==> src/rtl/core/grace_period_reclaim_queue_core_assert.svh <==
// ----------------------------------------------------------------------------
// grace_period_reclaim_queue_core_assert.svh
// Assertion macros for the reclaim queue core; empty when SYNTH is defined.
// ----------------------------------------------------------------------------
`ifndef GRACE_PERIOD_RECLAIM_QUEUE_CORE_ASSERT_SVH
`define GRACE_PERIOD_RECLAIM_QUEUE_CORE_ASSERT_SVH

`ifndef SYNTH
// Check a property at every edge outside reset.
`define GPRQ_ASSERT(lbl, clk, rst_n, prop, msg) \
    lbl: assert property (@(posedge clk) disable iff (!rst_n) (prop)) else $error(msg);
// Check that a condition in one cycle implies another in the next cycle.
`define GPRQ_ASSERT_NEXT(lbl, clk, rst_n, ante, cons, msg) \
    lbl: assert property (@(posedge clk) disable iff (!rst_n) (ante) |=> (cons)) \
        else $error(msg);
`else
`define GPRQ_ASSERT(lbl, clk, rst_n, prop, msg)
`define GPRQ_ASSERT_NEXT(lbl, clk, rst_n, ante, cons, msg)
`endif

`endif

==> src/rtl/core/gprq_pkg.sv <==
// ----------------------------------------------------------------------------
// gprq_pkg
// Shared types and constants of the grace period reclaim queue.
// ----------------------------------------------------------------------------
package gprq_pkg;

    localparam int DEPTH_DEF = 32;
    localparam int MAX_OUT   = 32;
    localparam int NFREE_W   = $clog2(MAX_OUT + 1);

    // Input kind codes
    localparam logic [1:0] KIND_DEFER   = 2'd0;
    localparam logic [1:0] KIND_ADVANCE = 2'd1;
    localparam logic [1:0] KIND_CHECK   = 2'd2;
    localparam logic [1:0] KIND_FORCE   = 2'd3;

    // Classified command handed from front to back
    typedef enum logic [2:0] {
        OP_DEFER,
        OP_ADVANCE,
        OP_HOLD,
        OP_CHECK,
        OP_FORCE
    } t_op;

    typedef struct packed {
        t_op         op;
        logic [15:0] handle;
        logic [19:0] bytes;
    } t_cmd;

    typedef struct packed {
        logic        reclaimed;
        logic [15:0] freed_handle;
        logic [19:0] freed_bytes;
        logic        last;
        logic        rejected;
        logic [5:0]  pending_count;
        logic [25:0] pending_bytes;
        logic [31:0] current_period;
        logic [31:0] completed_period;
        logic [31:0] total_freed;
    } t_res;

    typedef struct packed {
        logic [15:0] handle;
        logic [19:0] bytes;
        logic [31:0] period;
    } t_entry;

    typedef enum logic [1:0] {
        S_IDLE,
        S_RD,
        S_EV
    } t_back_state;

    localparam int CMD_W = $bits(t_cmd);
    localparam int RES_W = $bits(t_res);

endpackage

==> src/rtl/core/gprq_fifo.sv <==
// ----------------------------------------------------------------------------
// gprq_fifo
// Two-entry register queue; output is taken straight from a register.
// ----------------------------------------------------------------------------
module gprq_fifo #(
    parameter int W = 8
) (
    input  logic         i_clk,
    input  logic         i_rst_n,
    input  logic         i_push,
    input  logic [W-1:0] i_data,
    output logic         o_full,
    input  logic         i_pop,
    output logic [W-1:0] o_data,
    output logic         o_empty
);

    logic [W-1:0] r_mem [2];
    logic         r_wp;
    logic         r_rp;
    logic [1:0]   r_cnt;
    logic         n_wp;
    logic         n_rp;
    logic [1:0]   n_cnt;
    logic         do_push;
    logic         do_pop;

    assign o_full  = (r_cnt == 2'd2);
    assign o_empty = (r_cnt == 2'd0);
    assign o_data  = r_mem[r_rp];
    assign do_push = i_push && !o_full;
    assign do_pop  = i_pop && !o_empty;

    always_comb begin
        n_wp  = do_push ? ~r_wp : r_wp;
        n_rp  = do_pop ? ~r_rp : r_rp;
        n_cnt = r_cnt + {1'b0, do_push} - {1'b0, do_pop};
    end

    always_ff @(posedge i_clk) begin
        if (!i_rst_n) begin
            r_wp  <= 1'b0;
            r_rp  <= 1'b0;
            r_cnt <= 2'd0;
        end else begin
            r_wp  <= n_wp;
            r_rp  <= n_rp;
            r_cnt <= n_cnt;
        end
    end

    always_ff @(posedge i_clk) begin
        if (do_push) begin
            r_mem[r_wp] <= i_data;
        end
    end

endmodule

==> src/rtl/core/gprq_front.sv <==
// ----------------------------------------------------------------------------
// gprq_front
// Accept input items, classify them into commands and queue them.
// ----------------------------------------------------------------------------
module gprq_front (
    input  logic               i_clk,
    input  logic               i_rst_n,
    input  logic               i_push,
    output logic               o_full,
    input  logic [1:0]         i_kind,
    input  logic [15:0]        i_node_handle,
    input  logic [19:0]        i_footprint,
    input  logic               i_readers_active,
    output logic               o_cmd_valid,
    input  logic               i_cmd_pop,
    output gprq_pkg::t_cmd     o_cmd
);
    import gprq_pkg::*;

    t_cmd             cmd_in;
    logic [CMD_W-1:0] cmd_q;
    logic             cmd_empty;

    // A check with readers active resolves here to a plain status command.
    always_comb begin
        cmd_in.handle = i_node_handle;
        cmd_in.bytes  = i_footprint;
        case (i_kind)
            KIND_DEFER:   cmd_in.op = OP_DEFER;
            KIND_ADVANCE: cmd_in.op = OP_ADVANCE;
            KIND_CHECK:   cmd_in.op = i_readers_active ? OP_HOLD : OP_CHECK;
            KIND_FORCE:   cmd_in.op = OP_FORCE;
            default:      cmd_in.op = OP_HOLD;
        endcase
    end

    gprq_fifo #(
        .W (CMD_W)
    ) u_cmd_q (
        .i_clk   (i_clk),
        .i_rst_n (i_rst_n),
        .i_push  (i_push),
        .i_data  (cmd_in),
        .o_full  (o_full),
        .i_pop   (i_cmd_pop),
        .o_data  (cmd_q),
        .o_empty (cmd_empty)
    );

    assign o_cmd_valid = !cmd_empty;
    assign o_cmd       = t_cmd'(cmd_q);

endmodule

==> src/rtl/core/gprq_back.sv <==
// ----------------------------------------------------------------------------
// gprq_back
// Execute commands: entry storage, period counters and the reclaim sequencer.
// ----------------------------------------------------------------------------
`include "grace_period_reclaim_queue_core_assert.svh"

module gprq_back #(
    parameter int DEPTH = gprq_pkg::DEPTH_DEF
) (
    input  logic           i_clk,
    input  logic           i_rst_n,
    input  logic           i_cmd_valid,
    output logic           o_cmd_pop,
    input  gprq_pkg::t_cmd i_cmd,
    output logic           o_res_push,
    output gprq_pkg::t_res o_res,
    input  logic           i_res_full
);
    import gprq_pkg::*;

    localparam int IDX_W = (DEPTH > 1) ? $clog2(DEPTH) : 1;
    localparam int CNT_W = $clog2(DEPTH + 1);

    t_entry               r_mem [DEPTH];
    t_entry               r_rdata;
    t_res                 r_prev;
    t_res                 n_prev;
    t_back_state          r_state;
    t_back_state          n_state;
    logic [IDX_W-1:0]     r_head;
    logic [IDX_W-1:0]     n_head;
    logic [IDX_W-1:0]     r_tail;
    logic [IDX_W-1:0]     n_tail;
    logic [CNT_W-1:0]     r_count;
    logic [CNT_W-1:0]     n_count;
    logic [25:0]          r_bytes;
    logic [25:0]          n_bytes;
    logic [31:0]          r_now;
    logic [31:0]          n_now;
    logic [31:0]          r_done;
    logic [31:0]          n_done;
    logic [31:0]          r_total;
    logic [31:0]          n_total;
    logic [NFREE_W-1:0]   r_nfree;
    logic [NFREE_W-1:0]   n_nfree;
    logic                 r_have_prev;
    logic                 n_have_prev;
    logic                 q_full;
    logic                 start_rcl;
    logic                 eligible;
    logic                 mem_we;

    function automatic logic [IDX_W-1:0] next_idx(input logic [IDX_W-1:0] x);
        next_idx = (x == IDX_W'(DEPTH - 1)) ? '0 : x + 1'b1;
    endfunction

    function automatic t_res make_res(
        input logic             rec,
        input logic [15:0]      h,
        input logic [19:0]      b,
        input logic             lst,
        input logic             rej,
        input logic [CNT_W-1:0] cnt,
        input logic [25:0]      wb,
        input logic [31:0]      now,
        input logic [31:0]      done,
        input logic [31:0]      tot
    );
        t_res r;
        r.reclaimed        = rec;
        r.freed_handle     = h;
        r.freed_bytes      = b;
        r.last             = lst;
        r.rejected         = rej;
        r.pending_count    = (32'(cnt) > 32'd63) ? 6'd63 : 6'(cnt);
        r.pending_bytes    = wb;
        r.current_period   = now;
        r.completed_period = done;
        r.total_freed      = tot;
        return r;
    endfunction

    assign q_full   = (r_count == CNT_W'(DEPTH));
    assign eligible = (r_count != '0) && (r_rdata.period <= r_done)
                      && (r_nfree < NFREE_W'(MAX_OUT));

    always_comb begin
        n_state     = r_state;
        n_head      = r_head;
        n_tail      = r_tail;
        n_count     = r_count;
        n_bytes     = r_bytes;
        n_now       = r_now;
        n_done      = r_done;
        n_total     = r_total;
        n_nfree     = r_nfree;
        n_prev      = r_prev;
        n_have_prev = r_have_prev;
        o_cmd_pop   = 1'b0;
        o_res_push  = 1'b0;
        o_res       = r_prev;
        start_rcl   = 1'b0;
        mem_we      = 1'b0;
        case (r_state)
            S_IDLE: begin
                if (i_cmd_valid && !i_res_full) begin
                    o_cmd_pop = 1'b1;
                    case (i_cmd.op)
                        OP_DEFER: begin
                            if (!q_full) begin
                                mem_we  = 1'b1;
                                n_tail  = next_idx(r_tail);
                                n_count = r_count + 1'b1;
                                n_bytes = r_bytes + 26'(i_cmd.bytes);
                            end
                        end
                        OP_ADVANCE: begin
                            if (r_now != '1) begin
                                n_now = r_now + 32'd1;
                            end
                        end
                        OP_CHECK: begin
                            if (r_done < r_now) begin
                                n_done    = r_now;
                                start_rcl = 1'b1;
                            end
                        end
                        OP_FORCE: begin
                            n_done    = r_now;
                            start_rcl = 1'b1;
                        end
                        default: ;
                    endcase
                    if (start_rcl) begin
                        n_state     = S_RD;
                        n_nfree     = '0;
                        n_have_prev = 1'b0;
                    end else begin
                        o_res_push = 1'b1;
                        o_res = make_res(1'b0, 16'd0, 20'd0, 1'b1,
                                         (i_cmd.op == OP_DEFER) && q_full,
                                         n_count, n_bytes, n_now, n_done, n_total);
                    end
                end
            end
            S_RD: begin
                // Head entry is being read out of the array.
                n_state = S_EV;
            end
            S_EV: begin
                if (eligible) begin
                    if (!(r_have_prev && i_res_full)) begin
                        // Release the held result; this pop is not the last.
                        o_res_push  = r_have_prev;
                        n_head      = next_idx(r_head);
                        n_count     = r_count - 1'b1;
                        n_bytes     = r_bytes - 26'(r_rdata.bytes);
                        n_total     = r_total + 32'd1;
                        n_nfree     = r_nfree + 1'b1;
                        n_prev      = make_res(1'b1, r_rdata.handle, r_rdata.bytes,
                                               1'b0, 1'b0, n_count, n_bytes,
                                               r_now, r_done, n_total);
                        n_have_prev = 1'b1;
                        n_state     = S_RD;
                    end
                end else if (!i_res_full) begin
                    o_res_push = 1'b1;
                    if (r_have_prev) begin
                        o_res      = r_prev;
                        o_res.last = 1'b1;
                    end else begin
                        o_res = make_res(1'b0, 16'd0, 20'd0, 1'b1, 1'b0, r_count,
                                         r_bytes, r_now, r_done, r_total);
                    end
                    n_have_prev = 1'b0;
                    n_state     = S_IDLE;
                end
            end
            default: n_state = S_IDLE;
        endcase
    end

    always_ff @(posedge i_clk) begin
        if (!i_rst_n) begin
            r_state     <= S_IDLE;
            r_head      <= '0;
            r_tail      <= '0;
            r_count     <= '0;
            r_bytes     <= '0;
            r_now       <= '0;
            r_done      <= '0;
            r_total     <= '0;
            r_nfree     <= '0;
            r_have_prev <= 1'b0;
        end else begin
            r_state     <= n_state;
            r_head      <= n_head;
            r_tail      <= n_tail;
            r_count     <= n_count;
            r_bytes     <= n_bytes;
            r_now       <= n_now;
            r_done      <= n_done;
            r_total     <= n_total;
            r_nfree     <= n_nfree;
            r_have_prev <= n_have_prev;
        end
    end

    always_ff @(posedge i_clk) begin
        r_prev <= n_prev;
    end

    // Entry array: one write port at the tail, one registered read at the head
    always_ff @(posedge i_clk) begin
        if (mem_we) begin
            r_mem[r_tail] <= '{handle: i_cmd.handle, bytes: i_cmd.bytes, period: r_now};
        end
        r_rdata <= r_mem[r_head];
    end

    `GPRQ_ASSERT(a_count_le_depth, i_clk, i_rst_n, r_count <= CNT_W'(DEPTH), "entry count above depth")
    `GPRQ_ASSERT(a_done_le_now, i_clk, i_rst_n, r_done <= r_now, "completed period ahead of current")
    `GPRQ_ASSERT(a_push_has_room, i_clk, i_rst_n, o_res_push |-> !i_res_full, "result pushed into full queue")
    `GPRQ_ASSERT(a_nfree_cap, i_clk, i_rst_n, r_nfree <= NFREE_W'(MAX_OUT), "too many frees for one item")
    `GPRQ_ASSERT_NEXT(a_rd_then_ev, i_clk, i_rst_n, r_state == S_RD, r_state == S_EV, "read state not followed by evaluate")

endmodule

==> src/rtl/core/grace_period_reclaim_queue_core.sv <==
// ----------------------------------------------------------------------------
// grace_period_reclaim_queue_core
// Deferred node reclamation queue ordered by grace period.
// ----------------------------------------------------------------------------
// Usage:
//   Input channel: drive kind, node_handle, footprint and readers_active with
//   push high; the item transfers on a rising edge where full is low.
//   Result channel: while empty is low the oldest result sits on the o_ ports;
//   it transfers on a rising edge with pop high. Every item yields one or more
//   results, the final one with last set.
//   Path (executor idle): a status result is registered in the command queue,
//   then in the result queue. A reclaim steps through the read and evaluate
//   states for each entry, set by the registered read port of the entry array.
//   Throughput: defer, advance and a blocked check keep the executor idle, so
//   one item per cycle is sustained while the result queue has room. A reclaim
//   freeing N nodes (N <= 32) holds the executor until its last result.
//   Stall: when the receiver holds pop low the result queue fills, the executor
//   holds, then the command queue fills and full rises. Nothing is dropped.
//   Reset: synchronous, active low; clears list, periods, freed count and both queues.
// ----------------------------------------------------------------------------
module grace_period_reclaim_queue_core #(
    parameter int DEPTH = gprq_pkg::DEPTH_DEF
) (
    input  logic        i_clk,
    input  logic        i_rst_n,
    input  logic        push,
    output logic        full,
    input  logic [1:0]  i_kind,
    input  logic [15:0] i_node_handle,
    input  logic [19:0] i_footprint,
    input  logic        i_readers_active,
    output logic        empty,
    input  logic        pop,
    output logic        o_reclaimed,
    output logic [15:0] o_freed_handle,
    output logic [19:0] o_freed_bytes,
    output logic        o_last,
    output logic        o_rejected,
    output logic [5:0]  o_pending_count,
    output logic [25:0] o_pending_bytes,
    output logic [31:0] o_current_period,
    output logic [31:0] o_completed_period,
    output logic [31:0] o_total_freed
);
    import gprq_pkg::*;

    t_cmd             cmd;
    logic             cmd_valid;
    logic             cmd_pop;
    t_res             res_in;
    logic             res_push;
    logic             res_full;
    logic [RES_W-1:0] res_q;
    t_res             res_out;

    // Front: classify and queue incoming items
    gprq_front u_front (
        .i_clk            (i_clk),
        .i_rst_n          (i_rst_n),
        .i_push           (push),
        .o_full           (full),
        .i_kind           (i_kind),
        .i_node_handle    (i_node_handle),
        .i_footprint      (i_footprint),
        .i_readers_active (i_readers_active),
        .o_cmd_valid      (cmd_valid),
        .i_cmd_pop        (cmd_pop),
        .o_cmd            (cmd)
    );

    // Back: execute commands and sequence reclamation
    gprq_back #(
        .DEPTH (DEPTH)
    ) u_back (
        .i_clk       (i_clk),
        .i_rst_n     (i_rst_n),
        .i_cmd_valid (cmd_valid),
        .o_cmd_pop   (cmd_pop),
        .i_cmd       (cmd),
        .o_res_push  (res_push),
        .o_res       (res_in),
        .i_res_full  (res_full)
    );

    // Result queue: parts the executor from a stalling receiver
    gprq_fifo #(
        .W (RES_W)
    ) u_res_q (
        .i_clk   (i_clk),
        .i_rst_n (i_rst_n),
        .i_push  (res_push),
        .i_data  (res_in),
        .o_full  (res_full),
        .i_pop   (pop),
        .o_data  (res_q),
        .o_empty (empty)
    );

    assign res_out            = t_res'(res_q);
    assign o_reclaimed        = res_out.reclaimed;
    assign o_freed_handle     = res_out.freed_handle;
    assign o_freed_bytes      = res_out.freed_bytes;
    assign o_last             = res_out.last;
    assign o_rejected         = res_out.rejected;
    assign o_pending_count    = res_out.pending_count;
    assign o_pending_bytes    = res_out.pending_bytes;
    assign o_current_period   = res_out.current_period;
    assign o_completed_period = res_out.completed_period;
    assign o_total_freed      = res_out.total_freed;

endmodule
==> config.mk <==
export PLATFORM = sky130hd
export DESIGN_NAME = grace_period_reclaim_queue_core
export DESIGN_NICKNAME = d
export VERILOG_FILES = /design/src/rtl/core/gprq_pkg.sv /design/src/rtl/core/gprq_fifo.sv /design/src/rtl/core/gprq_front.sv /design/src/rtl/core/gprq_back.sv /design/src/rtl/core/grace_period_reclaim_queue_core.sv
export VERILOG_INCLUDE_DIRS = /design/src /design/src/rtl/core
export SDC_FILE = /design/constraint.sdc
export NUM_CORES = 2
export LEC_CHECK = 0
export BUFFER_PORTS_ARGS = -buffer_cell sky130_fd_sc_hd__buf_2
export CAP_MARGIN = 0
export CORE_ASPECT_RATIO = 0.5
export CORE_UTILIZATION = 45
export CTS_CLUSTER_DIAMETER = 60
export DETAILED_ROUTE_END_ITERATION = 6
export GPL_ROUTABILITY_DRIVEN = 0
export PLACE_DENSITY = 0.67
export SYNTH_ARGS = -nofsm -noshare
export SYNTH_HDL_FRONTEND = slang
export SYNTH_HIERARCHICAL = 1
export SYNTH_SLANG_ARGS = --single-unit
export TNS_END_PERCENT = 5
==> constraint.sdc <==
create_clock -name i_clk -period 30.5 [get_ports i_clk]
set_clock_uncertainty 0.2 [all_clocks]
set_input_delay 3.05 -clock i_clk [delete_from_list [all_inputs] [get_ports i_clk]]
set_output_delay 3.05 -clock i_clk [all_outputs]
set_load 0.02 [all_outputs]
### Word level (Yosys, flattened, before mapping)

Memories as Yosys holds them, arrays and structs flattened. A register that Yosys moved wholly into a read port is not among the register bits.
Index checks and enable logic that the tools add are counted.

| storage, ports and cells | value |
|---|---|
| register bits | 319 |
| latch bits | 0 |
| RAM bits | 2588 |
| bits in read-only memories | 0 |
| input port bits | 43 |
| output and inout bits | 169 |
| word-level logic and storage cells | 164 |
| memories kept | 3 |

| cells by class | value |
|---|---|
| $add $sub $neg | 13 |
| $mul | 0 |
| div/mod/pow operators | 0 |
| $lt $le $gt $ge | 3 |
| eq/ne operators | 20 |
| shift operators | 0 |
| mux-type cells | 69 |
| bitwise logic cells | 6 |
| reductions and logical operators | 27 |

Memories:

| memory | depth | width | rd ports | clocked after Yosys merged registers in | wr ports | RTL line | RTL |
|---|---|---|---|---|---|---|---|
| u_back.r_mem | 32 | 68 | 1 | 1 | 1 | gprq_back.sv:24 | `t_entry r_mem [DEPTH];` |
| u_res_q.r_mem | 2 | 167 | 1 | 1 | 1 | gprq_fifo.sv:18 | `logic [W-1:0] r_mem [2];` |
| u_front.u_cmd_q.r_mem | 2 | 39 | 1 | 1 | 1 | gprq_fifo.sv:18 |  |

Operators with widths:

| kind | count |
|---|---|
| two-way mux 167 bit | 5 |
| case mux 167 bit (2 select lines) | 1 |
| two-way mux 26 bit | 5 |
| two-way mux 32 bit | 3 |
| adder 32 x 1 -> 32 bit (second input constant) | 2 |
| case mux 32 bit (2 select lines) | 1 |
| two-way mux 6 bit | 9 |
| case mux 26 bit (2 select lines) | 1 |
| <= comparator 32 bit | 1 |
| less-than comparator 32 bit | 1 |
| != test 32 bit (second input constant) | 1 |
| two-way mux 1 bit | 30 |
| adder 26 x 20 -> 26 bit | 1 |
| subtractor 26 x 20 -> 26 bit | 1 |
| case mux 6 bit (2 select lines) | 2 |
| adder 6 x 1 -> 6 bit (second input constant) | 2 |
| case mux 3 bit (4 select lines) | 1 |
| AND reduction 4 bit | 3 |
| adder 5 x 1 -> 5 bit (second input constant) | 2 |
| equality test 2 bit (second input constant) | 5 |
| equality test 5 bit (second input constant) | 2 |
| two-way mux 2 bit | 5 |
| two-way mux 5 bit | 2 |
| AND reduction 5 bit | 2 |
| other kinds (23) | 50 |

### Longest topological paths before layout

| depth | value |
|---|---|
| word-level depth | 11 |
| gate-level depth with buffers | 20 |

### Cells and area by module

The synthesis kept the hierarchy.

By module, submodules not included:

| module | instances | cells each | area each (µm²) | seq. area each (µm²) |
|---|---|---|---|---|
| gprq_back | 1 | 5163 | 102251.8 | 74571.5 |
| gprq_fifo (u_res_q) | 1 | 547 | 12827.3 | 10129.7 |
| gprq_fifo (u_front.u_cmd_q) | 1 | 148 | 3094.2 | 2442.3 |
| gprq_front | 1 | 5 | 38.8 | 0.0 |

### Least setup slack after synthesis

Ideal clock, no wire load.

| timing | value |
|---|---|
| path type | flip-flop to flip-flop |
| from | register u_back.r_now[5] |
| to | memory u_res_q/r_mem[0][0] (netlist bit) (enable) |
| arrival | 9772 ps |
| required time | 29604 ps |
| setup slack | 19832 ps |
| cell stages (with the launch flop) | 16 |
| clock period less this slack | 10668 ps |
| cells stage by stage | dfxtp_1 -> clkbuf_1 -> inv_1 -> ha_1 -> a21o_1 -> nand3_1 -> a21oi_1 -> a2111o_1 -> a31oi_1 -> a211o_1 -> buf_4 -> clkbuf_1 -> o31ai_1 -> a21o_1 -> nand2_1 -> nor2_1 |

| on the way | value |
|---|---|
| word-level cells in the longest chain between the ends | 11 |

RTL lines:

| element | RTL line | RTL |
|---|---|---|
| start, declared | gprq_back.sv:38 | `logic [31:0] r_now;` |
| start signal, assigned | gprq_back.sv:201 | `r_now <= n_now;` |
| less-than comparator 32 bit | gprq_back.sv:123 | `if (r_done < r_now) begin` |
| two-way mux 1 bit | gprq_back.sv:123 |  |
| case mux 1 bit (2 select lines) | gprq_back.sv:108 | `case (i_cmd.op)` |
| two-way mux 1 bit | gprq_back.sv:106 | `if (i_cmd_valid && !i_res_full) begin` |
| two-way mux 1 bit | gprq_back.sv:104 | `case (r_state)` |
| two-way mux 1 bit | gprq_back.sv:134 | `if (start_rcl) begin` |
| two-way mux 1 bit | gprq_back.sv:106 |  |
| case mux 1 bit (2 select lines) | gprq_back.sv:104 |  |
| via res_push | grace_period_reclaim_queue_core.sv:51 | `logic res_push;` |
| logical AND 1 bit | gprq_fifo.sv:31 | `assign do_push = i_push && !o_full;` |
| two-way mux 1 bit | gprq_fifo.sv:53 | `if (do_push) begin` |
| two-way mux 1 bit (implied by the code) | gprq_fifo.sv:54 | `r_mem[r_wp] <= i_data;` |
| end, declared | gprq_fifo.sv:18 |  |

The timed path passes the listed nets, and every way through them passes these cells. The select of a mux whose other input is x is not followed.

==> flow_metrics.py <==
metrics = {
    "cells_and_area": {
        "drive_gt1_share_pct": 28.8,
        "area_growth_pct": 12.1,
        "finalNonFillerCells": 9903,
        "seq_area_um2": 87200,
        "fillers": 20384,
        "multi_input_area_um2": 29600,
        "fin_nets": 6375,
        "fin_util_pct": 51.0,
    },
    "drt": {
        "ant_nets": 0,
        "routed_wl_mm": 298,
        "vias_per_cell": 6.04,
        "first_iter_violations": 7562,
        "wire_per_inst_um": 30.1,
        "drtPass1Iterations": 6,
        "route.detailed.drc": 0,
        "num_vias": 59768,
    },
    "synthesis": {
        "avgSynthCellArea_um2": 20.2,
        "synth-seq-cells": 2977,
        "postSynth.asyncResetShare_pct": 0,
        "synth_edf_count": 2752,
        "netlist_area_um2": 118000,
        "synth_cell_type_count": 88,
        "synth_nets": 6028,
        "yosysSeqAreaShare_pct": 73.7,
        "yosysWarnings": 6,
        "synthCells": 5863,
        "synthFlopType": "edfxtp_1",
    },
    "clock_tree": {
        "clkLatencyLatePin_ns": 0.86,
        "numCtsBuffers": 275,
        "clk_path_buf_depth": 4,
        "cts-root-buf": "clkbuf_16",
        "cts_setup_buffers": 0,
        "htree_levels": 5,
        "cts_hold_buffers": 0,
        "clkSinkCount": 2977,
        "cts.clk_slew.worst_paths_ns": 0.07,
        "cts_tree": "yes",
        "ctsResizeCount": 0,
    },
    "worst_hold_path": {
        "hold_class": "flip-flop to flip-flop",
    },
    "place": {
        "dp.cells": 9417,
        "dp_hpwl_mm": 168,
        "port_buffers": 211,
    },
    "worst_setup_path": {
        "ff2ff_setup_slack_ns": 23.45,
        "worstPathMaxFanout": 67,
        "r2r-end": "u_res_q/r_mem[1][30]",
        "cp-end-kind": "flip-flop",
        "reg2regPathDepth": 14,
        "crit_type": "flip-flop to flip-flop",
        "cp_data_arrival_time_ns": 7.38,
        "r2r-start": "u_back/r_now[15]",
        "startpoint_type": "flip-flop",
        "endpoint": "u_res_q/r_mem[1][30]",
        "critPathLaunch": "u_back/r_now[15]",
        "crit_required_ns": 30.84,
    },
    "floorplan": {
        "core-area_um2": 260000,
        "fp-row-count": 132,
        "start_util_pct": 45.5,
        "die_w_um": 727,
        "dieArea_um2": 265000,
        "die-height_um": 364,
        "ioPinCount": 212,
    },
    "pwr": {
        "power_mw": 10.4,
        "power_leakage_nw": 42.2,
        "power_density_nw_per_um2": 78.5,
        "peakVddDrop_v": 0.0000570,
    },
    "grt": {
        "grtUsageTotal_pct": 22.1,
        "antenna_found_initial": 26,
        "grt_pass1_vias": 58364,
        "grt_pass1_wl_mm": 424,
        "grt_remaining_overflow": 0,
        "grt_max_degree": 157,
    },
    "sta": {
        "hold_viol": 0,
        "tightest_slew_ns": 1.24,
        "slew_headroom_pct": 17.5,
        "fmax_ghz": 0.142,
        "setup_viol": 0,
        "rsz0062_at_grt": "no",
        "final.min_clock_period_ns": 7.05,
        "post-route-period-util_pct": 23.1,
        "drv_slew": 0,
        "tns_ns": 0,
    },
    "run_status": {
        "outcome": "finished, final reports clean",
    },
    "flow_run": {
        "drv_cap": 0,
    },
}
==> how the worst min path moves through the flow <==
stage               slack, ns  depth (start not counted)                from                 end
floorplan                0.19                          0  u_back/r_rdata[52]  u_back/r_prev[150]
global placement         0.19                          0  u_back/r_rdata[65]  u_back/r_prev[163]
finish                   0.21                          0  u_back/r_rdata[66]  u_back/r_prev[164]
global route             0.22                          0  u_back/r_rdata[63]  u_back/r_prev[161]
CTS                      0.21                          0  u_back/r_rdata[66]  u_back/r_prev[164]
detailed placement       0.19                          0  u_back/r_rdata[55]  u_back/r_prev[153]
==> cell type report <==
cell class | instances | share of cell area, %
sequential | 2977 | 65.8
multi-input combinational | 2464 | 22.3
clock buffer | 360 | 5.71
tap | 3484 | 3.29
timing repair buffer | 370 | 1.78
clock inverter | 121 | 0.766
inverter | 122 | 0.357
antenna | 5 | 0.00944
==> synthesized netlist by cell type (12+ instances only) <==
cell	instances	share of area (%)
a221o_1	45	0.38
mux4_2	680	13
or3_1	12	0.064
o211ai_1	16	0.10
o21ai_0	88	0.37
nor2b_1	12	0.064
nor3_1	51	0.22
mux2i_1	44	0.37
buf_4	12	0.076
nand4_1	38	0.20
xnor2_1	54	0.40
nand3_1	54	0.23
buf_2	15	0.064
nand2b_1	19	0.10
buf_1	63	0.20
mux2_4	141	1.8
nor4_1	13	0.069
a211oi_1	21	0.13
nor2_1	225	0.71
and3_1	69	0.37
a31oi_1	19	0.10
xor2_1	61	0.45
a21oi_1	103	0.44
ha_1	120	1.3
and2_1	24	0.13
nand2_1	141	0.45
buf_6	18	0.17
a21o_1	32	0.20
clkbuf_1	191	0.61
edfxtp_1	2752	70
mux2_2	198	1.9
inv_1	120	0.38
dfxtp_1	225	3.8
o21a_1	30	0.19
==> power breakdown <==
group / switching [mW] / internal [mW] / total [mW]
Clock: 1.47 / 1.89 / 3.35
Sequential: 0.0970 / 4.98 / 5.07
Combinational: 1.33 / 0.646 / 1.97
Total: 2.89 / 7.51 / 10.4
==> layer usage <==
| metal | up-vias | part of all wire, % | routed length, um | GRT usage (%) |
|---|---|---|---|---|
| met3 | 435 | 8.8 | 26100 | 3.56 |
| met1 | 31845 | 42 | 126000 | 32.5 |
| met5 | - | 0.031 | 92 | 0 |
| li1 | 24659 | - | - | - |
| met2 | 2813 | 46 | 138000 | 34.6 |
| met4 | 16 | 2.5 | 7370 | 5.70 |
==> cells in the final DEF (no fill, tap or decap), types with 86 or more instances in the layout <==
cell / n
edfxtp_1: 2752
mux4_2: 680
clkbuf_16: 287
dfxtp_1: 218
buf_2: 211
mux2_2: 198
nor2_1: 189
buf_4: 150
nand2_1: 141
mux2_4: 141
ha_1: 120
inv_1: 118
a21oi_1: 103
o21ai_0: 86
==> cells by family after synthesis <==
kind of cell | after synthesis | synth area share [%]
flip-flops | 2977 | 73.7
multiplexers | 1063 | 17.0
AND/OR/NAND/NOR | 715 | 2.99
AO/OA/AOI/OAI | 449 | 2.61
buffers and inverters | 422 | 1.52
adder cells (fa/ha/maj) | 122 | 1.30
XOR/XNOR | 115 | 0.852
==> registers in the layout (all words and copies together), names as in the netlist, 5 cells and up, named ones only <==
register and count:
u_back/r_done 32, u_front/u_cmd_q/r_mem 78, u_back/r_rdata 68, u_back/r_now 32
u_back/r_nfree 6, u_back/r_bytes 26, u_back/r_prev 164, u_res_q/r_mem 334
u_back/r_head 5, u_back/r_total 32, u_back/r_mem 2176, u_back/r_tail 5
u_back/r_count 6
==> worst max-delay path: stages (launching register included) <==
cell and delay [ns]:
dfxtp_1 0.31, buf_4 0.33, inv_1 0.13, ha_1 0.35, a21oi_1 0.19, o21a_1 0.21
nand2_1 0.08, a2111o_1 0.51, a31oi_1 0.44, a211o_4 0.46, buf_4 0.78, nand2_1 0.67
inv_6 0.66, buf_4 0.87, mux2_2 0.43
==> stage by stage <==
stage          hold WS, ns  setup WS (ns)  cell area, um2
2_1_floorplan        0.186          19.83          118000
3_3_place_gp         0.187          23.69          124000
3_5_place_dp         0.190          23.57          124000
4_1_cts              0.209          23.51          133000
5_1_grt              0.218          23.20          133000
6_report             0.208          23.45          133000
Note: power is estimated with default switching activity, not from simulation.
